<file path="config.mk">
export PLATFORM = sky130hd
export DESIGN_NAME = task_lifecycle_sync_fsm_unit
export DESIGN_NICKNAME = d
export VERILOG_FILES = /design/src/rtl/core/tlsf_pkg.sv /design/src/rtl/core/tlsf_in_stage.sv /design/src/rtl/core/tlsf_core.sv /design/src/rtl/core/task_lifecycle_sync_fsm_unit.sv
export VERILOG_INCLUDE_DIRS = /design/src /design/src/rtl/core
export SDC_FILE = /design/constraint.sdc
export NUM_CORES = 1
export LEC_CHECK = 0
export BUFFER_PORTS_ARGS = -buffer_cell sky130_fd_sc_hd__buf_2
export CORE_MARGIN = 2
export CORE_UTILIZATION = 53
export DETAILED_ROUTE_END_ITERATION = 8
export HOLD_SLACK_MARGIN = 0.1
export PLACE_DENSITY_LB_ADDON = 0.1
export SYNTH_ARGS = -nofsm -noshare
export SYNTH_HDL_FRONTEND = slang
export SYNTH_SLANG_ARGS = --single-unit
export TNS_END_PERCENT = 20
</file>
<file path="constraint.sdc">
create_clock -name i_clk -period 2.7 [get_ports i_clk]
set_input_delay 0.405 -clock i_clk [delete_from_list [all_inputs] [get_ports i_clk]]
set_output_delay 0.405 -clock i_clk [all_outputs]
set_load 0.01 [all_outputs]
</file>
<file path="src/rtl/core/task_lifecycle_sync_fsm_unit_defines.svh">
// Assertion macros used by the core RTL (tlsf_core) of the task lifecycle unit.
`ifndef TASK_LIFECYCLE_SYNC_FSM_UNIT_DEFINES_SVH
`define TASK_LIFECYCLE_SYNC_FSM_UNIT_DEFINES_SVH

`ifndef SYNTH

`define TLSF_ASSERT_NOW(name, pre, post) \
    name: assert property (@(posedge i_clk) disable iff (!i_rst_n) (pre) |-> (post)) \
        else $error("tlsf assertion failed");

`define TLSF_ASSERT_NEXT(name, pre, post) \
    name: assert property (@(posedge i_clk) disable iff (!i_rst_n) (pre) |=> (post)) \
        else $error("tlsf assertion failed");

`else

`define TLSF_ASSERT_NOW(name, pre, post)

`define TLSF_ASSERT_NEXT(name, pre, post)

`endif

`endif

</file>
<file path="src/rtl/core/tlsf_pkg.sv">
`default_nettype none

package tlsf_pkg;

    localparam int MODE_ID_BITS = 16;
    localparam int CLUSTER_BITS = 16;

    typedef enum logic [2:0] {
        ACT_ENABLE    = 3'd0,
        ACT_DISABLE   = 3'd1,
        ACT_TERMINATE = 3'd2,
        ACT_SCHEDULE  = 3'd3,
        ACT_COMMIT    = 3'd4,
        ACT_CONTINUE  = 3'd5
    } t_action;

    typedef enum logic [2:0] {
        RUN_DISABLED = 3'd0,
        RUN_READY    = 3'd1,
        RUN_SYNC     = 3'd2,
        RUN_RUNNING  = 3'd3,
        RUN_FINISHED = 3'd4
    } t_run;

    typedef enum logic [2:0] {
        SYNC_STARTING = 3'd0,
        SYNC_RECONF   = 3'd1,
        SYNC_MIGREC   = 3'd2,
        SYNC_MIGRATE  = 3'd3,
        SYNC_BLOCKED  = 3'd4,
        SYNC_IDLE     = 3'd5
    } t_sync;

    typedef enum logic [2:0] {
        ST_SUCCESS  = 3'd0,
        ST_ABORT    = 3'd1,
        ST_DISABLED = 3'd2,
        ST_REJECTED = 3'd3,
        ST_ACCEPTED = 3'd4
    } t_status;

    typedef struct packed {
        t_action                  action;
        logic [MODE_ID_BITS-1:0]  mode_id;
        logic [CLUSTER_BITS-1:0]  cluster_mask;
        logic                     clusters_moved;
        logic                     booking_ok;
    } t_in;

    typedef struct packed {
        t_status                  status;
        t_run                     run_state_out;
        t_sync                    sync_state_out;
        t_run                     pre_sync_state_out;
        logic                     current_valid;
        logic [MODE_ID_BITS-1:0]  current_mode_out;
        logic                     release_request;
    } t_out;

    typedef struct packed {
        logic valid;
        t_in  item;
    } t_in_slot;

endpackage

`default_nettype wire

</file>
<file path="src/rtl/core/tlsf_in_stage.sv">
`default_nettype none

module tlsf_in_stage (
    input  wire logic           i_clk,
    input  wire logic           i_rst_n,
    input  wire logic           i_valid,
    input  wire tlsf_pkg::t_in  i_in,
    output logic                o_stall,
    input  wire logic           i_fire,
    output tlsf_pkg::t_in_slot  o_slot
);

    logic          r_valid;
    tlsf_pkg::t_in r_item;
    logic          accept;

    assign o_stall = r_valid && !i_fire;
    assign accept  = i_valid && !o_stall;

    always_ff @(posedge i_clk) begin
        if (!i_rst_n) begin
            r_valid <= 1'b0;
        end else if (!o_stall) begin
            r_valid <= i_valid;
        end
    end

    always_ff @(posedge i_clk) begin
        if (accept) begin
            r_item <= i_in;
        end
    end

    assign o_slot.valid = r_valid;
    assign o_slot.item  = r_item;

endmodule

`default_nettype wire

</file>
<file path="src/rtl/core/tlsf_core.sv">
`default_nettype none

module tlsf_core (
    input  wire logic          i_clk,
    input  wire logic          i_rst_n,
    input  wire logic          i_fire,
    input  wire tlsf_pkg::t_in i_item,
    output tlsf_pkg::t_out     o_result
);

    `include "task_lifecycle_sync_fsm_unit_defines.svh"

    typedef struct packed {
        tlsf_pkg::t_run  run;
        tlsf_pkg::t_run  pre;
        tlsf_pkg::t_sync sync;
        logic            cur_valid;
    } t_ctx;

    function automatic t_ctx f_stable(input t_ctx c, input tlsf_pkg::t_run s);
        t_ctx r;
        r      = c;
        r.run  = s;
        r.pre  = s;
        r.sync = tlsf_pkg::SYNC_IDLE;
        if (s == tlsf_pkg::RUN_DISABLED || s == tlsf_pkg::RUN_READY) begin
            r.cur_valid = 1'b0;
        end
        return r;
    endfunction

    function automatic t_ctx f_enter_sync(input t_ctx c, input tlsf_pkg::t_sync ss);
        t_ctx r;
        r      = c;
        r.pre  = c.run;
        r.sync = ss;
        r.run  = tlsf_pkg::RUN_SYNC;
        return r;
    endfunction

    function automatic logic f_off(input tlsf_pkg::t_run s);
        return s == tlsf_pkg::RUN_DISABLED || s == tlsf_pkg::RUN_FINISHED;
    endfunction

    t_ctx                                r_ctx;
    t_ctx                                n_ctx;
    logic [tlsf_pkg::MODE_ID_BITS-1:0]   r_cur_mode;
    logic [tlsf_pkg::MODE_ID_BITS-1:0]   n_cur_mode;
    logic [tlsf_pkg::CLUSTER_BITS-1:0]   r_cur_clusters;
    logic [tlsf_pkg::CLUSTER_BITS-1:0]   n_cur_clusters;
    logic                                r_next_valid;
    logic                                n_next_valid;
    logic [tlsf_pkg::MODE_ID_BITS-1:0]   r_next_mode;
    logic [tlsf_pkg::MODE_ID_BITS-1:0]   n_next_mode;
    logic [tlsf_pkg::CLUSTER_BITS-1:0]   r_next_clusters;
    logic [tlsf_pkg::CLUSTER_BITS-1:0]   n_next_clusters;

    t_ctx                                unblocked;
    tlsf_pkg::t_sync                     need;
    tlsf_pkg::t_status                   status;
    logic                                release_req;
    logic                                mode_same;
    logic                                clus_same;

    assign mode_same = (r_cur_mode == i_item.mode_id);
    assign clus_same = (r_cur_clusters == i_item.cluster_mask);

    always_comb begin
        if (!r_ctx.cur_valid) begin
            need = tlsf_pkg::SYNC_RECONF;
        end else if (!mode_same && !clus_same) begin
            need = tlsf_pkg::SYNC_MIGREC;
        end else if (mode_same && i_item.clusters_moved) begin
            need = tlsf_pkg::SYNC_MIGRATE;
        end else if (!mode_same) begin
            need = tlsf_pkg::SYNC_RECONF;
        end else begin
            need = tlsf_pkg::SYNC_IDLE;
        end
    end

    always_comb begin
        unblocked = r_ctx;
        if (r_ctx.run == tlsf_pkg::RUN_SYNC && r_ctx.sync == tlsf_pkg::SYNC_BLOCKED) begin
            unblocked = f_stable(r_ctx, r_ctx.pre);
        end
    end

    always_comb begin
        n_ctx           = r_ctx;
        n_cur_mode      = r_cur_mode;
        n_cur_clusters  = r_cur_clusters;
        n_next_valid    = r_next_valid;
        n_next_mode     = r_next_mode;
        n_next_clusters = r_next_clusters;
        status          = tlsf_pkg::ST_ABORT;
        release_req     = 1'b0;
        case (i_item.action)
            tlsf_pkg::ACT_ENABLE: begin
                if (f_off(r_ctx.run)) begin
                    n_ctx  = f_stable(r_ctx, tlsf_pkg::RUN_READY);
                    status = tlsf_pkg::ST_SUCCESS;
                end
            end
            tlsf_pkg::ACT_DISABLE: begin
                if (!f_off(r_ctx.run)) begin
                    release_req = r_ctx.cur_valid;
                    n_ctx       = f_stable(r_ctx, tlsf_pkg::RUN_DISABLED);
                end
                status = tlsf_pkg::ST_SUCCESS;
            end
            tlsf_pkg::ACT_TERMINATE: begin
                release_req = r_ctx.cur_valid;
                n_ctx       = f_stable(r_ctx, tlsf_pkg::RUN_FINISHED);
                status      = tlsf_pkg::ST_SUCCESS;
            end
            tlsf_pkg::ACT_SCHEDULE: begin
                n_ctx = unblocked;
                if (f_off(unblocked.run)) begin
                    status = tlsf_pkg::ST_DISABLED;
                end else if (!i_item.booking_ok) begin
                    if (unblocked.run == tlsf_pkg::RUN_RUNNING) begin
                        n_ctx = f_enter_sync(unblocked, tlsf_pkg::SYNC_BLOCKED);
                    end
                    status = tlsf_pkg::ST_REJECTED;
                end else if (unblocked.run == tlsf_pkg::RUN_READY ||
                             unblocked.run == tlsf_pkg::RUN_RUNNING) begin
                    if (unblocked.run == tlsf_pkg::RUN_READY) begin
                        n_ctx = f_enter_sync(unblocked, tlsf_pkg::SYNC_STARTING);
                    end else if (need != tlsf_pkg::SYNC_IDLE) begin
                        n_ctx = f_enter_sync(unblocked, need);
                    end
                    n_next_valid    = 1'b1;
                    n_next_mode     = i_item.mode_id;
                    n_next_clusters = i_item.cluster_mask;
                    status          = tlsf_pkg::ST_ACCEPTED;
                end else begin
                    release_req = 1'b1;
                    status      = tlsf_pkg::ST_REJECTED;
                end
            end
            tlsf_pkg::ACT_COMMIT: begin
                if (f_off(r_ctx.run)) begin
                    status = tlsf_pkg::ST_SUCCESS;
                end else if (r_ctx.sync == tlsf_pkg::SYNC_STARTING ||
                             r_ctx.sync == tlsf_pkg::SYNC_RECONF ||
                             r_ctx.sync == tlsf_pkg::SYNC_MIGREC ||
                             r_ctx.sync == tlsf_pkg::SYNC_MIGRATE) begin
                    n_ctx           = r_ctx;
                    n_ctx.cur_valid = r_next_valid;
                    n_ctx           = f_stable(n_ctx, tlsf_pkg::RUN_RUNNING);
                    n_cur_mode      = r_next_mode;
                    n_cur_clusters  = r_next_clusters;
                    n_next_valid    = 1'b0;
                    status          = tlsf_pkg::ST_SUCCESS;
                end else if (r_ctx.sync == tlsf_pkg::SYNC_BLOCKED) begin
                    n_ctx        = f_stable(r_ctx, tlsf_pkg::RUN_READY);
                    n_next_valid = 1'b0;
                    status       = tlsf_pkg::ST_SUCCESS;
                end
            end
            tlsf_pkg::ACT_CONTINUE: begin
                if (r_ctx.cur_valid && r_next_valid && r_ctx.run == tlsf_pkg::RUN_RUNNING &&
                    r_cur_mode == r_next_mode) begin
                    n_next_valid = 1'b0;
                    status       = tlsf_pkg::ST_SUCCESS;
                end
            end
            default: begin
                status = tlsf_pkg::ST_ABORT;
            end
        endcase
    end

    always_ff @(posedge i_clk) begin
        if (!i_rst_n) begin
            r_ctx.run       <= tlsf_pkg::RUN_DISABLED;
            r_ctx.pre       <= tlsf_pkg::RUN_DISABLED;
            r_ctx.sync      <= tlsf_pkg::SYNC_IDLE;
            r_ctx.cur_valid <= 1'b0;
            r_cur_mode      <= '0;
            r_cur_clusters  <= '0;
            r_next_valid    <= 1'b0;
            r_next_mode     <= '0;
            r_next_clusters <= '0;
        end else if (i_fire) begin
            r_ctx           <= n_ctx;
            r_cur_mode      <= n_cur_mode;
            r_cur_clusters  <= n_cur_clusters;
            r_next_valid    <= n_next_valid;
            r_next_mode     <= n_next_mode;
            r_next_clusters <= n_next_clusters;
        end
    end

    assign o_result.status             = status;
    assign o_result.run_state_out      = n_ctx.run;
    assign o_result.sync_state_out     = n_ctx.sync;
    assign o_result.pre_sync_state_out = n_ctx.pre;
    assign o_result.current_valid      = n_ctx.cur_valid;
    assign o_result.current_mode_out   = n_ctx.cur_valid ? n_cur_mode : '0;
    assign o_result.release_request    = release_req;

    `TLSF_ASSERT_NOW(a_sync_iff_run_sync, 1'b1,
        (r_ctx.run == tlsf_pkg::RUN_SYNC) == (r_ctx.sync != tlsf_pkg::SYNC_IDLE))
    `TLSF_ASSERT_NOW(a_pre_tracks_stable, r_ctx.run != tlsf_pkg::RUN_SYNC,
        r_ctx.pre == r_ctx.run)
    `TLSF_ASSERT_NEXT(a_commit_runs, i_fire && i_item.action == tlsf_pkg::ACT_COMMIT &&
        r_ctx.run == tlsf_pkg::RUN_SYNC && r_ctx.sync != tlsf_pkg::SYNC_BLOCKED,
        r_ctx.run == tlsf_pkg::RUN_RUNNING && !r_next_valid)
    `TLSF_ASSERT_NEXT(a_hold_without_fire, !i_fire,
        $stable(r_ctx) && $stable(r_next_valid) && $stable(r_cur_mode))

endmodule

`default_nettype wire

</file>
<file path="src/rtl/core/task_lifecycle_sync_fsm_unit.sv">
// Task lifecycle and synchronization state machine.
// Input channel: i_valid / o_stall with payload i_in (one event: action, offered
// mode id and cluster mask, clusters-moved flag, booking result). A transfer
// happens at a rising edge with i_valid high and o_stall low.
// Output channel: o_valid / i_stall with payload o_out (status, run, sync and
// pre-sync states, current mode, release request), one result per event, in order.
// Path: an accepted event is held in the input register, processed against the
// task state when it fires, and its result is registered in the result register
// and driven on o_out.
// Throughput: one event per cycle while the receiver does not stall, set by the
// state update between the input register and the result register.
// Reset (i_rst_n low at a clock edge): both registers empty, task disabled,
// sync state none, no current or pending mode.
// When the receiver stalls, the result register holds; the input register still
// takes one more event, and o_stall rises once both are full.
`default_nettype none

module task_lifecycle_sync_fsm_unit (
    input  wire logic          i_clk,
    input  wire logic          i_rst_n,
    input  wire logic          i_valid,
    input  wire tlsf_pkg::t_in i_in,
    output logic               o_stall,
    output logic               o_valid,
    output tlsf_pkg::t_out     o_out,
    input  wire logic          i_stall
);

    tlsf_pkg::t_in_slot slot;
    tlsf_pkg::t_out     result;
    logic               out_free;
    logic               fire;
    logic               r_out_valid;
    tlsf_pkg::t_out     r_out;

    assign out_free = !r_out_valid || !i_stall;
    assign fire     = slot.valid && out_free;

    tlsf_in_stage u_in_stage (
        .i_clk   (i_clk),
        .i_rst_n (i_rst_n),
        .i_valid (i_valid),
        .i_in    (i_in),
        .o_stall (o_stall),
        .i_fire  (fire),
        .o_slot  (slot)
    );

    tlsf_core u_core (
        .i_clk    (i_clk),
        .i_rst_n  (i_rst_n),
        .i_fire   (fire),
        .i_item   (slot.item),
        .o_result (result)
    );

    always_ff @(posedge i_clk) begin
        if (!i_rst_n) begin
            r_out_valid <= 1'b0;
        end else if (out_free) begin
            r_out_valid <= fire;
        end
    end

    always_ff @(posedge i_clk) begin
        if (fire) begin
            r_out <= result;
        end
    end

    assign o_valid = r_out_valid;
    assign o_out   = r_out;

endmodule

`default_nettype wire
</file>
== After elaboration in Yosys (flattened, before gate mapping) ==
Index checks and enable logic that the tools add are counted.

* Equal/unequal tests: 26
* Bitwise operators: 2
* Reductions and logical operators: 33
* Muxes and demuxes: 43

{| class="wikitable"
|+ Operators with widths
! cell !! count
|-
| 2-to-1 mux 10 bit || 12
|-
| one-hot mux 10 bit (5 select lines) || 1
|-
| == test 16 bit || 3
|-
| 2-to-1 mux 16 bit || 3
|-
| 2-to-1 mux 3 bit || 9
|-
| == test 3 x 2 -> 1 bit, second input constant || 7
|-
| == test 3 bit, second input constant || 5
|-
| logical NOT 3 bit || 5
|-
| 2-to-1 mux 1 bit || 15
|-
| one-hot mux 3 bit (5 select lines) || 1
|-
| == test 3 x 1 -> 1 bit, second input constant || 4
|-
| logical AND 1 bit || 9
|-
| logical OR 1 bit || 8
|-
| AND reduction 8 bit || 1
|-
| logical NOT 1 bit || 6
|-
| inequality test 2 bit, second input constant || 3
|-
| one-hot mux 1 bit (3 select lines) || 2
|-
| AND reduction 5 bit || 1
|-
| inequality test 2 x 1 -> 1 bit, second input constant || 2
|-
| AND reduction 4 bit || 1
|-
| inequality test 3 x 1 -> 1 bit, second input constant || 1
|-
| inequality test 3 bit, second input constant || 1
|-
| nonzero test 3 bit || 1
|-
| NOT 1 bit || 2
|-
| OR reduction 2 bit || 1
|}

* Register bits after elaboration: 144

== Longest topological paths before layout ==
* Word-level depth: 12
* Depth in mapped cells: 8

== Modules after synthesis ==
From an unflattened synthesis, not the netlist that was laid out.

* Cell total of the unflattened synthesis: 671
* Area total of the unflattened synthesis: 6,359.8 um^2

{| class="wikitable"
|+ By module, submodules not included
! module !! area each (um^2) !! times used !! cells an instance
|-
| tlsf_core || 4,254.1 || 1 || 595
|-
| tlsf_in_stage || 1,166.1 || 1 || 42
|-
| task_lifecycle_sync_fsm_unit || 939.7 || 1 || 34
|}

== Worst setup path after synthesis ==
No wires, ideal clock.

* Path type: input to register
* From: input port i_stall
* To: register u_in_stage.r_item (netlist bit u_in_stage.o_slot[0]), enable pin
* Stages: 2
* Required time: 2.265 ns
* Arrival time: 2.312 ns
* Path slack: -0.048 ns
* Setup time: 0.435 ns
* Path through: and3_1 > nor2b_1

* Longest elaborated chain between the ends: 7

{| class="wikitable"
|+ RTL lines
! item !! RTL line !! text
|-
| from (decl) || task_lifecycle_sync_fsm_unit.sv:26 || <nowiki>input wire logic i_stall</nowiki>
|-
| logical NOT 1 bit || task_lifecycle_sync_fsm_unit.sv:36 || <nowiki>assign out_free = !r_out_valid || !i_stall;</nowiki>
|-
| logical OR 1 bit || task_lifecycle_sync_fsm_unit.sv:36 ||
|-
| logical AND 1 bit || task_lifecycle_sync_fsm_unit.sv:37 || <nowiki>assign fire = slot.valid && out_free;</nowiki>
|-
| logical NOT 1 bit || tlsf_in_stage.sv:17 || <nowiki>assign o_stall = r_valid && !i_fire;</nowiki>
|-
| logical AND 1 bit || tlsf_in_stage.sv:17 ||
|-
| logical NOT 1 bit || tlsf_in_stage.sv:18 || <nowiki>assign accept = i_valid && !o_stall;</nowiki>
|-
| logical AND 1 bit || tlsf_in_stage.sv:18 ||
|-
| via u_in_stage.accept || tlsf_in_stage.sv:15 || <nowiki>logic accept;</nowiki>
|-
| to (signal assigned) || tlsf_in_stage.sv:30 || <nowiki>r_item <= i_in;</nowiki>
|-
| to (decl) || tlsf_in_stage.sv:14 || <nowiki>tlsf_pkg::t_in r_item;</nowiki>
|}

The timed path passes the listed nets, and every way through them passes these cells.
A chain may end at the register's enable or synchronous reset.

== Final worst setup path ==
* From: register u_core.r_ctx[7] (netlist name)
* To: register r_out (netlist bit o_out[3]), data pin

* Longest elaborated chain between the ends: 9

{| class="wikitable"
|+ RTL lines
! item !! RTL line !! text
|-
| from (decl) || tlsf_core.sv:45 || <nowiki>t_ctx r_ctx;</nowiki>
|-
| from (signal assigned) || tlsf_core.sv:187 || <nowiki>r_ctx <= n_ctx;</nowiki>
|-
| == test 3 x 2 -> 1 bit || tlsf_core.sv:84 || <nowiki>if (r_ctx.run == tlsf_pkg::RUN_SYNC && r_ctx.sync == tlsf_pkg::SYNC_BLOCKED) begin</nowiki>
|-
| logical AND 1 bit || tlsf_core.sv:84 ||
|-
| 2-to-1 mux 10 bit || tlsf_core.sv:84 ||
|-
| == test 3 x 1 -> 1 bit (tied with other cells) || tlsf_core.sv:126, tlsf_core.sv:128 ||
|-
| 2-to-1 mux 10 bit / logical OR 1 bit (equally long branches) || tlsf_core.sv:128, tlsf_core.sv:126 ||
|-
| 2-to-1 mux 10 bit || tlsf_core.sv:126 || <nowiki>end else if (unblocked.run == tlsf_pkg::RUN_READY ||</nowiki>
|-
| 2-to-1 mux 10 bit || tlsf_core.sv:121 || <nowiki>end else if (!i_item.booking_ok) begin</nowiki>
|-
| 2-to-1 mux 10 bit || tlsf_core.sv:119 || <nowiki>if (f_off(unblocked.run)) begin</nowiki>
|-
| one-hot mux 10 bit (5 select lines) || tlsf_core.sv:98 || <nowiki>case (i_item.action)</nowiki>
|-
| to (signal assigned) || task_lifecycle_sync_fsm_unit.sv:67 || <nowiki>r_out <= result;</nowiki>
|-
| to (decl) || task_lifecycle_sync_fsm_unit.sv:34 || <nowiki>tlsf_pkg::t_out r_out;</nowiki>
|}

Several ways; a longest one is shown, not always the timed one.

==> run_results.csv <==
group,metric,value,unit
run_status,outcome,"finished, final reports clean",
sta,finalSetupViolCount,0,
yosys,async_flop_share,0,
route,vias,5168,
die,io_pins,73,
clock_tree,post_cts_resized,0,
placed_design,hpwl,11000,microns
worst_setup_path,crit_slowest_cell,"dfxtp_1",
cells_and_area,fin_cells,908,
sta,clock_skew,0.0124,ns
yosys,ys_ff_latch,144,
sta,post-route-min-period,2.36,ns
die,die_area,13000,sq um
worst_setup_path,cpPeakStageDelay,0.52,ns
yosys,synth_edf_count,67,
clock_tree,root_buffer,"clkbuf_16",
route,wl_met3,1030,microns
worst_setup_path,arrival,2.51,ns
global_route,grt_pass1_wl,25600,microns
yosys,ys_seq_area_frac,0.554,
yosys,dominantRegCellSynth,"dfxtp_1",
route,drt-initial-drc-count,460,
clock_tree,cts_tree,"yes",
yosys,ys_types,58,
placed_design,gp_congestion,0.898,
clock_tree,cts_buffers,17,
sta,hold_violations,0,
die,rows,40,
route,routed.top_layer,"met4",
clock_tree,holdBufCountCts,0,
die,core_area,11900,sq um
global_route,grt_usage,0.258,
worst_setup_path,crit_buf_inv,1,
sta,holdWs,0.153,ns
worst_setup_path,path_cells,"nor4b_4 -> nand2b_1 -> o31ai_1 -> a21oi_1 -> a21oi_2 -> buf_4 -> a21oi_1",
route,firstDrtPassIters,5,
power_and_ir_drop,p_total,5.01,mW
yosys,synth_nets,712,
sta,setup_slack,0.341,ns
die,die_y,114,microns
placed_design,port_buffers,72,
sta,rsz0062_at_grt,"no",
cells_and_area,area_growth_syn_to_layout,17.8,%
sta,post-route-period-util,0.874,
power_and_ir_drop,ir_worst_vdd,517,uV
sta,slew_headroom,0.551,
route,drc,0,
route,met2_length,7580,microns
clock_tree,h-tree-depth,4,
clock_tree,path_clk_slew,0.06,ns
power_and_ir_drop,p_per_area,663,nW/um^2
worst_setup_path,cp_top_family,"compound AO/OA/AOI/OAI gates",
global_route,grt_max_degree,33,
route,wire_per_inst,17.8,microns
job,cap_violations,0,
cells_and_area,nFillCells,993,
cells_and_area,layout.nets,789,
clock_tree,cts_setup_buffers,0,
cells_and_area,drive_above_1_share,0.196,
placed_design,dp_slack,0.363,ns
global_route,grt_antenna_before_repair,0,
route,wl_met1,7320,microns
worst_setup_path,required,2.85,ns
route,wl,16200,microns
power_and_ir_drop,power.leakage,2.79,nW
sta,tightest_slew,0.673,ns
route,final_antenna_net_count,0,
worst_setup_path,crit_path_start_kind,"register",
route,avgViaCountPerCell,5.69,
clock_tree,clk_path_buf_depth,2,
sta,fmax,424,MHz
yosys,netlist_instances,671,
sta,final.setup.tns,0,ns
die,die_x,114,microns
yosys,syn-cell-area,6410,sq um
worst_setup_path,end_kind,"register",
worst_setup_path,crit_path_frequent_cell,"a21oi_1",
clock_tree,clock-sinks,144,
sta,finalMaxSlewViolations,0,
worst_setup_path,cp_max_fo,18,
placed_design,dp.cells,876,
yosys,avgSynthCellArea,9.55,sq um
clock_tree,worst_skew_pair.late_latency,0.42,ns
worst_setup_path,path_class,"register to register",
global_route,first_global_vias,4924,
yosys,ys.warnings.count,0,
cells_and_area,diodes,0,
worst_hold_path,hold_class,"input port to register",
global_route,gr-total-overflow,0,
die,start_util,0.538,
## worst register-to-register path: cells and delay by family, from the launching register on
kind                   cells  cell delay (ns)
AND/OR/NAND/NOR            2             0.57
buffers and inverters      1             0.26
flip-flops                 1             0.52
AO/OA/AOI/OAI              4             0.74
## power by group
group / switching (mW) / internal [mW] / leakage [nW]
clock: 0.940 / 1.37 / 0.283
sequential: 0.0594 / 2.35 / 1.26
combinational: 0.172 / 0.112 / 1.24
## registers in the layout (all words and copies together) (netlist names)
name                    cells
u_core.r_next_mode         16
u_in_stage.o_slot          37
o_out                      30
u_core.r_cur_mode          16
u_core.r_next_clusters     16
u_core.r_next_valid         1
o_valid                     1
u_core.r_ctx               10
u_core.r_cur_clusters      16
u_in_stage.r_valid          1
## worst paths after layout
| path | startpoint | endpoint | slack (ns) | cells after the start |
|---|---|---|---|---|
| max reg2reg | u_core.r_ctx[7]$_SDFFE_PN0P_ | o_out[3]$_SDFFCE_PN0P_ | 0.34 | 7 |
| max | u_core.r_ctx[7]$_SDFFE_PN0P_ | o_out[3]$_SDFFCE_PN0P_ | 0.34 | 7 |
| min | i_in[28] | u_in_stage.o_slot[28]$_DFFE_PP_ | 0.15 | 1 |
| min reg2reg | u_core.r_next_clusters[12]$_SDFFE_PN0P_ | u_core.r_cur_clusters[12]$_SDFFE_PN0P_ | 0.45 | 2 |
## through the flow
step | area, sq um | util
finish | 7550 | 0.634
global route | 7550 | 0.634
CTS | 7550 | 0.634
detailed placement | 6970 | 0.585
global placement | 6970 | 0.585
floorplan | 6410 | -
## cells in the final DEF, fill, tap and decap left out, types with 4 or more instances in the layout
master and n:
a31oi_1 9, xor2_1 30, nor2_1 23, clkbuf_16 17, buf_2 72, dfxtp_1 77, o21ai_0 20, nand2_1 178
a21oi_1 94, nor4_1 8, or2_2 4, o211ai_1 6, o21a_1 4, inv_1 11, nand4_1 7, xnor2_1 20
a21oi_2 7, buf_4 22, nor3_1 7, nand3_1 8, edfxtp_1 67
## cell type report
type	instances	area, sq um	share of cell area
Inverter	12	45.0	0.00596
Multi-Input combinational cell	477	2620	0.347
Sequential cell	144	3550	0.471
Clock buffer	18	429	0.0568
Clock inverter	14	154	0.0204
Timing Repair Buffer	96	566	0.0749
Tap cell	147	184	0.0244
## per-layer routing
layer  track usage  up-vias
li1              -     2498
met1         0.353     2469
met2         0.411      181
met3        0.0579       20
met4        0.0772        0
met5             0        -
## Yosys cell counts, types with 8 or more instances
cell      count  share of area
a21oi_1      94          0.073
a31oi_1       9         0.0088
buf_2        16          0.012
clkbuf_1     14         0.0082
dfxtp_1      77           0.24
edfxtp_1     67           0.31
inv_1        12         0.0070
nand2_1     178           0.10
nand3_1       8         0.0062
nor2_1       24          0.014
nor4_1        8         0.0078
o21ai_0      20          0.016
xnor2_1      20          0.027
xor2_1       30          0.041
## kinds of logic after synthesis
family	Yosys count	share of synthesized area
and+or+nand+nor	260	0.184
DFF	144	0.554
buffers and inverters	50	0.0383
xor gates and xnor gates	50	0.0683
AOI/OAI and AO/OA	167	0.155
No activity file was read; power rests on OpenSTA's default activity.
